`src/design/sirt_pkg.sv`:
```
// sirt_pkg: shared constants, command codes and types of the retransmit table.
// No dependencies.
`timescale 1ns / 1ps
`default_nettype none

package sirt_pkg;

    localparam int CMD_W    = 3;
    localparam int SEQ_W    = 32;
    localparam int STATE_W  = 2;
    localparam int DESC_W   = 32;
    localparam int TIME_W   = 32;
    localparam int OCC_W    = 9;
    localparam int CFG_W    = 4;
    localparam int MIN_LOG2 = 2;

    localparam int DEPTH_DEFAULT = 256;

    localparam logic [CFG_W-1:0] LOG2_CAP_RESET = 4'd8;

    localparam logic [CMD_W-1:0] CMD_INSERT    = 3'd0;
    localparam logic [CMD_W-1:0] CMD_REMOVE    = 3'd1;
    localparam logic [CMD_W-1:0] CMD_GET       = 3'd2;
    localparam logic [CMD_W-1:0] CMD_SET_STATE = 3'd3;
    localparam logic [CMD_W-1:0] CMD_CLEAR     = 3'd4;

    localparam logic STATUS_OK   = 1'b0;
    localparam logic STATUS_FAIL = 1'b1;

    localparam logic [STATE_W-1:0] SLOT_EMPTY = 2'd0;

    typedef struct packed {
        logic [SEQ_W-1:0]  tag;
        logic [DESC_W-1:0] descriptor;
        logic [TIME_W-1:0] sent_time;
    } sirt_payload_t;

    typedef struct packed {
        logic status_we;
        logic payload_we;
    } sirt_wr_ctl_t;

    typedef struct packed {
        logic               status;
        logic [STATE_W-1:0] entry_state;
        logic [DESC_W-1:0]  entry_descriptor;
        logic [TIME_W-1:0]  first_sent_time;
        logic [OCC_W-1:0]   occupancy;
    } sirt_result_t;

endpackage

`default_nettype wire

```
`src/design/sirt_cmd_unit.sv`:
```
// sirt_cmd_unit: slot index, read-modify-write of one command, occupancy count, clear sweep.
// Drives sirt_slot_mem. Uses sirt_pkg.
`timescale 1ns / 1ps
`default_nettype none

module sirt_cmd_unit #(
    parameter int DEPTH = sirt_pkg::DEPTH_DEFAULT,
    localparam int IW   = $clog2(DEPTH),
    localparam int CW   = $clog2(DEPTH + 1)
) (
    input  wire logic                            aclk,
    input  wire logic                            aresetn,
    input  wire logic [sirt_pkg::CFG_W-1:0]      log2_capacity,
    input  wire logic                            in_valid,
    output logic                                 in_ready,
    input  wire logic [sirt_pkg::CMD_W-1:0]      in_cmd,
    input  wire logic [sirt_pkg::SEQ_W-1:0]      in_seq_num,
    input  wire logic [sirt_pkg::STATE_W-1:0]    in_new_state,
    input  wire logic [sirt_pkg::DESC_W-1:0]     in_descriptor,
    input  wire logic [sirt_pkg::TIME_W-1:0]     in_now_us,
    input  wire logic                            out_free,
    output logic                                 res_valid,
    output sirt_pkg::sirt_result_t               res,
    output logic                                 rd_en,
    output logic [IW-1:0]                        rd_addr,
    input  wire logic [sirt_pkg::STATE_W-1:0]    rd_status,
    input  wire sirt_pkg::sirt_payload_t         rd_payload,
    output sirt_pkg::sirt_wr_ctl_t               wr_ctl,
    output logic [IW-1:0]                        wr_addr,
    output logic [sirt_pkg::STATE_W-1:0]         wr_status,
    output sirt_pkg::sirt_payload_t              wr_payload
);

    localparam int LOG2_MAX = $clog2(DEPTH + 1) - 1;
    localparam int LW       = sirt_pkg::CFG_W + 1;

    logic                            s1_valid_reg, s1_valid_next;
    logic [sirt_pkg::CMD_W-1:0]      s1_cmd_reg;
    logic [sirt_pkg::SEQ_W-1:0]      s1_seq_reg;
    logic [sirt_pkg::STATE_W-1:0]    s1_state_reg;
    logic [sirt_pkg::DESC_W-1:0]     s1_desc_reg;
    logic [sirt_pkg::TIME_W-1:0]     s1_time_reg;
    logic [IW-1:0]                   s1_idx_reg;
    logic [CW-1:0]                   count_reg, count_next;
    logic                            sweep_reg, sweep_next;
    logic [IW-1:0]                   sweep_addr_reg, sweep_addr_next;

    logic            accept;
    logic            done;
    logic [LW-1:0]   l_eff;
    logic [IW-1:0]   mask;
    logic            occupied;
    logic            match;
    logic            ok;
    logic            st_we;
    logic            pl_we;
    logic [sirt_pkg::STATE_W-1:0] st_val;
    logic            start_sweep;

    // Effective capacity: at least 2^MIN_LOG2, at most the largest power of two in DEPTH.
    always_comb begin
        l_eff = {1'b0, log2_capacity};
        if (l_eff < LW'(sirt_pkg::MIN_LOG2)) begin
            l_eff = LW'(sirt_pkg::MIN_LOG2);
        end else if (l_eff > LW'(LOG2_MAX)) begin
            l_eff = LW'(LOG2_MAX);
        end
        for (int i = 0; i < IW; i++) begin
            mask[i] = LW'(i) < l_eff;
        end
    end

    assign in_ready = !s1_valid_reg && !sweep_reg;
    assign accept   = in_valid && in_ready;
    assign rd_en    = accept;
    assign rd_addr  = in_seq_num[IW-1:0] & mask;
    assign done     = s1_valid_reg && out_free;

    assign occupied = rd_status != sirt_pkg::SLOT_EMPTY;
    assign match    = occupied && (rd_payload.tag == s1_seq_reg);

    always_comb begin
        ok          = 1'b0;
        st_we       = 1'b0;
        pl_we       = 1'b0;
        st_val      = sirt_pkg::SLOT_EMPTY;
        start_sweep = 1'b0;
        count_next  = count_reg;
        res         = '0;
        res.status  = sirt_pkg::STATUS_FAIL;
        case (s1_cmd_reg)
            sirt_pkg::CMD_INSERT: begin
                ok     = !occupied && (s1_state_reg != sirt_pkg::SLOT_EMPTY);
                st_we  = ok;
                pl_we  = ok;
                st_val = s1_state_reg;
                if (ok) begin
                    count_next = count_reg + CW'(1);
                end
            end
            sirt_pkg::CMD_REMOVE: begin
                ok    = occupied;
                st_we = ok;
                if (ok && (count_reg != '0)) begin
                    count_next = count_reg - CW'(1);
                end
            end
            sirt_pkg::CMD_GET: begin
                ok = match;
                if (ok) begin
                    res.entry_state      = rd_status;
                    res.entry_descriptor = rd_payload.descriptor;
                    res.first_sent_time  = rd_payload.sent_time;
                end
            end
            sirt_pkg::CMD_SET_STATE: begin
                ok     = match && (s1_state_reg != sirt_pkg::SLOT_EMPTY);
                st_we  = ok;
                st_val = s1_state_reg;
            end
            sirt_pkg::CMD_CLEAR: begin
                ok          = 1'b1;
                start_sweep = 1'b1;
                count_next  = '0;
            end
            default: begin
                ok = 1'b0;
            end
        endcase
        if (ok) begin
            res.status = sirt_pkg::STATUS_OK;
        end
        res.occupancy = sirt_pkg::OCC_W'(count_next);
        if (!done) begin
            count_next  = count_reg;
            start_sweep = 1'b0;
        end
    end

    assign res_valid = done;

    // Sweep owns the write port; it never overlaps a command in flight.
    always_comb begin
        wr_payload.tag        = s1_seq_reg;
        wr_payload.descriptor = s1_desc_reg;
        wr_payload.sent_time  = s1_time_reg;
        if (sweep_reg) begin
            wr_ctl.status_we  = 1'b1;
            wr_ctl.payload_we = 1'b0;
            wr_addr           = sweep_addr_reg;
            wr_status         = sirt_pkg::SLOT_EMPTY;
        end else begin
            wr_ctl.status_we  = done && st_we;
            wr_ctl.payload_we = done && pl_we;
            wr_addr           = s1_idx_reg;
            wr_status         = st_val;
        end
    end

    always_comb begin
        s1_valid_next   = s1_valid_reg;
        sweep_next      = sweep_reg;
        sweep_addr_next = sweep_addr_reg;
        if (done) begin
            s1_valid_next = 1'b0;
        end
        if (accept) begin
            s1_valid_next = 1'b1;
        end
        if (sweep_reg) begin
            sweep_addr_next = sweep_addr_reg + IW'(1);
            if (sweep_addr_reg == IW'(DEPTH - 1)) begin
                sweep_next = 1'b0;
            end
        end
        if (start_sweep) begin
            sweep_next      = 1'b1;
            sweep_addr_next = '0;
        end
    end

    always_ff @(posedge aclk) begin
        if (!aresetn) begin
            s1_valid_reg   <= 1'b0;
            count_reg      <= '0;
            sweep_reg      <= 1'b1;
            sweep_addr_reg <= '0;
        end else begin
            s1_valid_reg   <= s1_valid_next;
            count_reg      <= count_next;
            sweep_reg      <= sweep_next;
            sweep_addr_reg <= sweep_addr_next;
        end
    end

    always_ff @(posedge aclk) begin
        if (accept) begin
            s1_cmd_reg   <= in_cmd;
            s1_seq_reg   <= in_seq_num;
            s1_state_reg <= in_new_state;
            s1_desc_reg  <= in_descriptor;
            s1_time_reg  <= in_now_us;
            s1_idx_reg   <= rd_addr;
        end
    end

    a_no_accept_in_sweep: assert property (@(posedge aclk) disable iff (!aresetn)
        sweep_reg |-> !accept)
        else $error("beat accepted during clear sweep");

    a_payload_wr_owner: assert property (@(posedge aclk) disable iff (!aresetn)
        wr_ctl.payload_we |-> (s1_valid_reg && !sweep_reg))
        else $error("payload write without a command in flight");

    a_count_bound: assert property (@(posedge aclk) disable iff (!aresetn)
        count_reg <= CW'(DEPTH))
        else $error("occupancy count beyond depth");

    a_clear_starts_sweep: assert property (@(posedge aclk) disable iff (!aresetn)
        (done && (s1_cmd_reg == sirt_pkg::CMD_CLEAR)) |=> (sweep_reg && (count_reg == '0)))
        else $error("clear did not start sweep");

    a_done_frees_stage: assert property (@(posedge aclk) disable iff (!aresetn)
        done |=> !s1_valid_reg)
        else $error("command stage not freed after result");

endmodule

`default_nettype wire

```
`config.mk`:
```
export PLATFORM = sky130hd
export DESIGN_NAME = sirt_cmd_unit
export DESIGN_NICKNAME = d
export VERILOG_FILES = /design/src/design/sirt_pkg.sv /design/src/design/sirt_cmd_unit.sv
export SDC_FILE = /design/constraint.sdc
export NUM_CORES = 1
export LEC_CHECK = 0
export BUFFER_PORTS_ARGS = -buffer_cell sky130_fd_sc_hd__buf_2
export CORE_AREA = 2 2 156 158
export DETAILED_ROUTE_END_ITERATION = 8
export DIE_AREA = 0 0 158 160
export GPL_TIMING_DRIVEN = 0
export REMOVE_ABC_BUFFERS = 1
export SYNTH_ARGS = -nofsm -noshare
export SYNTH_HDL_FRONTEND = slang
export SYNTH_SLANG_ARGS = --single-unit
export TNS_END_PERCENT = 30
```
`constraint.sdc`:
```
create_clock -name aclk -period 8.9 [get_ports aclk]
set_clock_uncertainty 0.05 [all_clocks]
set_input_delay 2.225 -clock aclk [delete_from_list [all_inputs] [get_ports aclk]]
set_output_delay 2.225 -clock aclk [all_outputs]
set_load 0.005 [all_outputs]
```
==> flow_summary.json <==
{
  "outcome": "finished, final reports clean",
  "grt_max_degree": 72,
  "hold_end": "s1_valid_reg",
  "synth_area_mm2": 0.00578,
  "setup_ws_ns": 1.59,
  "fin_setup_tns_ns": 0,
  "postPlaceCellArea_mm2": 0.00810,
  "met1_usage": 0.157,
  "crit_chain": "buf_2, xor2_1, nor4_1, nand3_1, or4_4, nor2_4, and2_1, buf_2",
  "dp.cells": 1173,
  "hold_depth": 2,
  "fin_nets": 1078,
  "required_ns": 6.63,
  "hold_viol": 0,
  "dieArea_mm2": 0.0253,
  "layout.cells.non_filler": 1206,
  "p_leak_nw": 3.91,
  "cts_root_buf": "clkbuf_16",
  "drt-pass1-iter-count": 5,
  "finalCriticalPeriod_ns": 7.31,
  "grt_pass1_wl_um": 29900,
  "use_met2": 0.313,
  "cap_violations": 0,
  "wire_per_inst_um": 17.6,
  "path_depth": 8,
  "slowest_delay_ns": 0.75,
  "ir_drop_mv": 0.114,
  "gp_congestion": 0.822,
  "crit_arrival_ns": 5.04,
  "synth.avg_cell_area_um2": 12.3,
  "ys_top_cells_by_area": "edfxtp_1 (57%), and2_1 (7.6%), dfxtp_1 (6.6%)",
  "syn_inst": 471,
  "top_usage_layer": "met2",
  "yosysWarnings": 0,
  "rsz0062_at_grt": "no",
  "clock-sinks": 128,
  "synth_cell_types": 47,
  "synth_seq_cells": 128,
  "yosys.area.top_type": "edfxtp_1",
  "ys_seq_area_frac": 0.632,
  "power_density_mw_per_mm2": 159,
  "numCtsBuffers": 17,
  "reg2reg_slack_ns": 6.63,
  "drtIter0Drc": 260,
  "seq_area_mm2": 0.00365,
  "cts_setup_buffers": 0,
  "synthFlopType": "edfxtp_1",
  "crit_fanout": 67,
  "min_from": "s1_valid_reg",
  "total_power_mw": 1.38,
  "dieWidth_um": 158,
  "setup.worst_path.start_class": "input pin",
  "whs_ns": 0.469,
  "end_kind": "primary output",
  "fill_cells": 2467,
  "mostFrequentLayoutCell": "buf_2",
  "layout-drive-gt1-share": 0.510,
  "synthArstFlopShare": 0,
  "synth_edf_count": 109,
  "totalWireLength_um": 21200,
  "core-area_mm2": 0.0238,
  "path_clk_slew_ns": 0.06,
  "cts_tree": "yes",
  "via_count": 5209,
  "antenna_found_initial": 4,
  "grt_usage": 0.163,
  "r2r_end": "s1_seq_reg[26]",
  "ant_nets": 0,
  "path_common_cell": "buf_2",
  "layout_common_cells": "buf_2 (401), edfxtp_1 (109), and2_1 (69)",
  "via_per_inst": 4.32,
  "htree_levels": 4,
  "hpwlAfterDp_um": 17000,
  "hp-class": "flop to flop",
  "post-route-util": 0.363,
  "fp-row-count": 57,
  "ctsHoldBuffers": 0,
  "cts.repair.resized": 0,
  "crit_type": "input pin to primary output",
  "place_ws_ns": 1.43,
  "overflow": 0,
  "finalCritPeriodShare": 0.822,
  "clk-insertion-delay-late_ns": 0.42,
  "use_met3": 0.0630,
  "worst-slew-pin-transition_ns": 1.07,
  "reg2reg_from": "sweep_reg",
  "yosysTopAreaCellShare": 0.566,
  "fmax_mhz": 137,
  "num_io_pins": 402,
  "cts.path.max_buffers": 2,
  "relSlewSlack": 0.284,
  "drc_errors": 0,
  "grt_pass1_vias": 5086,
  "drv_slew": 0,
  "setup_viol": 0,
  "cp_top_family": "simple AND/OR/NAND/NOR gates",
  "die_h_um": 160,
  "crit_buf_inv": 2,
  "start_util": 0.243,
  "stdcell_area_mm2": 0.00865,
  "crit_slowest_cell": "nor2_4",
  "multi_input_area_mm2": 0.00197,
  "r2r_cells": 3,
  "portBuffers": 401,
  "area_delta_synth_final_pct": 49.5
}
-- synth_stat cells (all sizes together), types with 12 or more instances --
library cell	instances
nor2	34
nor3	12
a21oi	16
and2	71
xor2	34
edfxtp	109
o21ai	19
dfxtp	19
nand2	25
clkbuf	18
nand3	14
-- logic make-up after synthesis --
logic type / after synthesis / share of synthesized area
buffers and inverters: 34 / 0.0288
flip-flops: 128 / 0.632
AO/OA/AOI/OAI: 64 / 0.0705
adder cells (fa/ha/maj): 3 / 0.00649
multiplexers: 11 / 0.0210
AND/OR/NAND/NOR: 191 / 0.181
XOR/XNOR: 40 / 0.0606
-- tightest hold or removal path, delay by kind of cell, from the launching register on --
kind / cells / cell delay (ns)
AOI/OAI and AO/OA: 1 / 0.07
DFF: 1 / 0.34
and+or+nand+nor: 1 / 0.08
-- area by class of cell --
cell class / instances / area share
Sequential cell: 128 / 0.423
Timing Repair Buffer: 402 / 0.235
Multi-Input combinational cell: 309 / 0.227
Clock buffer: 18 / 0.0496
Tap cell: 324 / 0.0469
Clock inverter: 14 / 0.0136
Inverter: 10 / 0.00434
Antenna cell: 1 / 0.000289
-- power breakdown --
| part | total (mW) | internal (mW) | switching (mW) |
|---|---|---|---|
| Sequential | 0.652 | 0.651 | 0.00141 |
| Combinational | 0.0702 | 0.0413 | 0.0289 |
| Clock | 0.656 | 0.364 | 0.291 |
| Total | 1.38 | 1.06 | 0.321 |
-- metal layers --
layer | share of wire | wire length, um | vias to the layer above
li1 | - | - | 2495
met2 | 0.54 | 11500 | 313
met1 | 0.34 | 7190 | 2373
met5 | 0.0018 | 38 | -
met3 | 0.10 | 2170 | 22
met4 | 0.012 | 261 | 6
-- worst max path at each step --
stage	to	from	slack, ns
final	res[60]	rd_payload[93]	1.59
after detailed placement	res[64]	rd_payload[93]	1.43
after global placement	rd_en	in_valid	0.03
after floorplan	rd_en	in_valid	1.84
after CTS	res[64]	rd_payload[93]	1.43
after global routing	res[66]	rd_payload[71]	1.39
(Power assumes the default switching activity.)
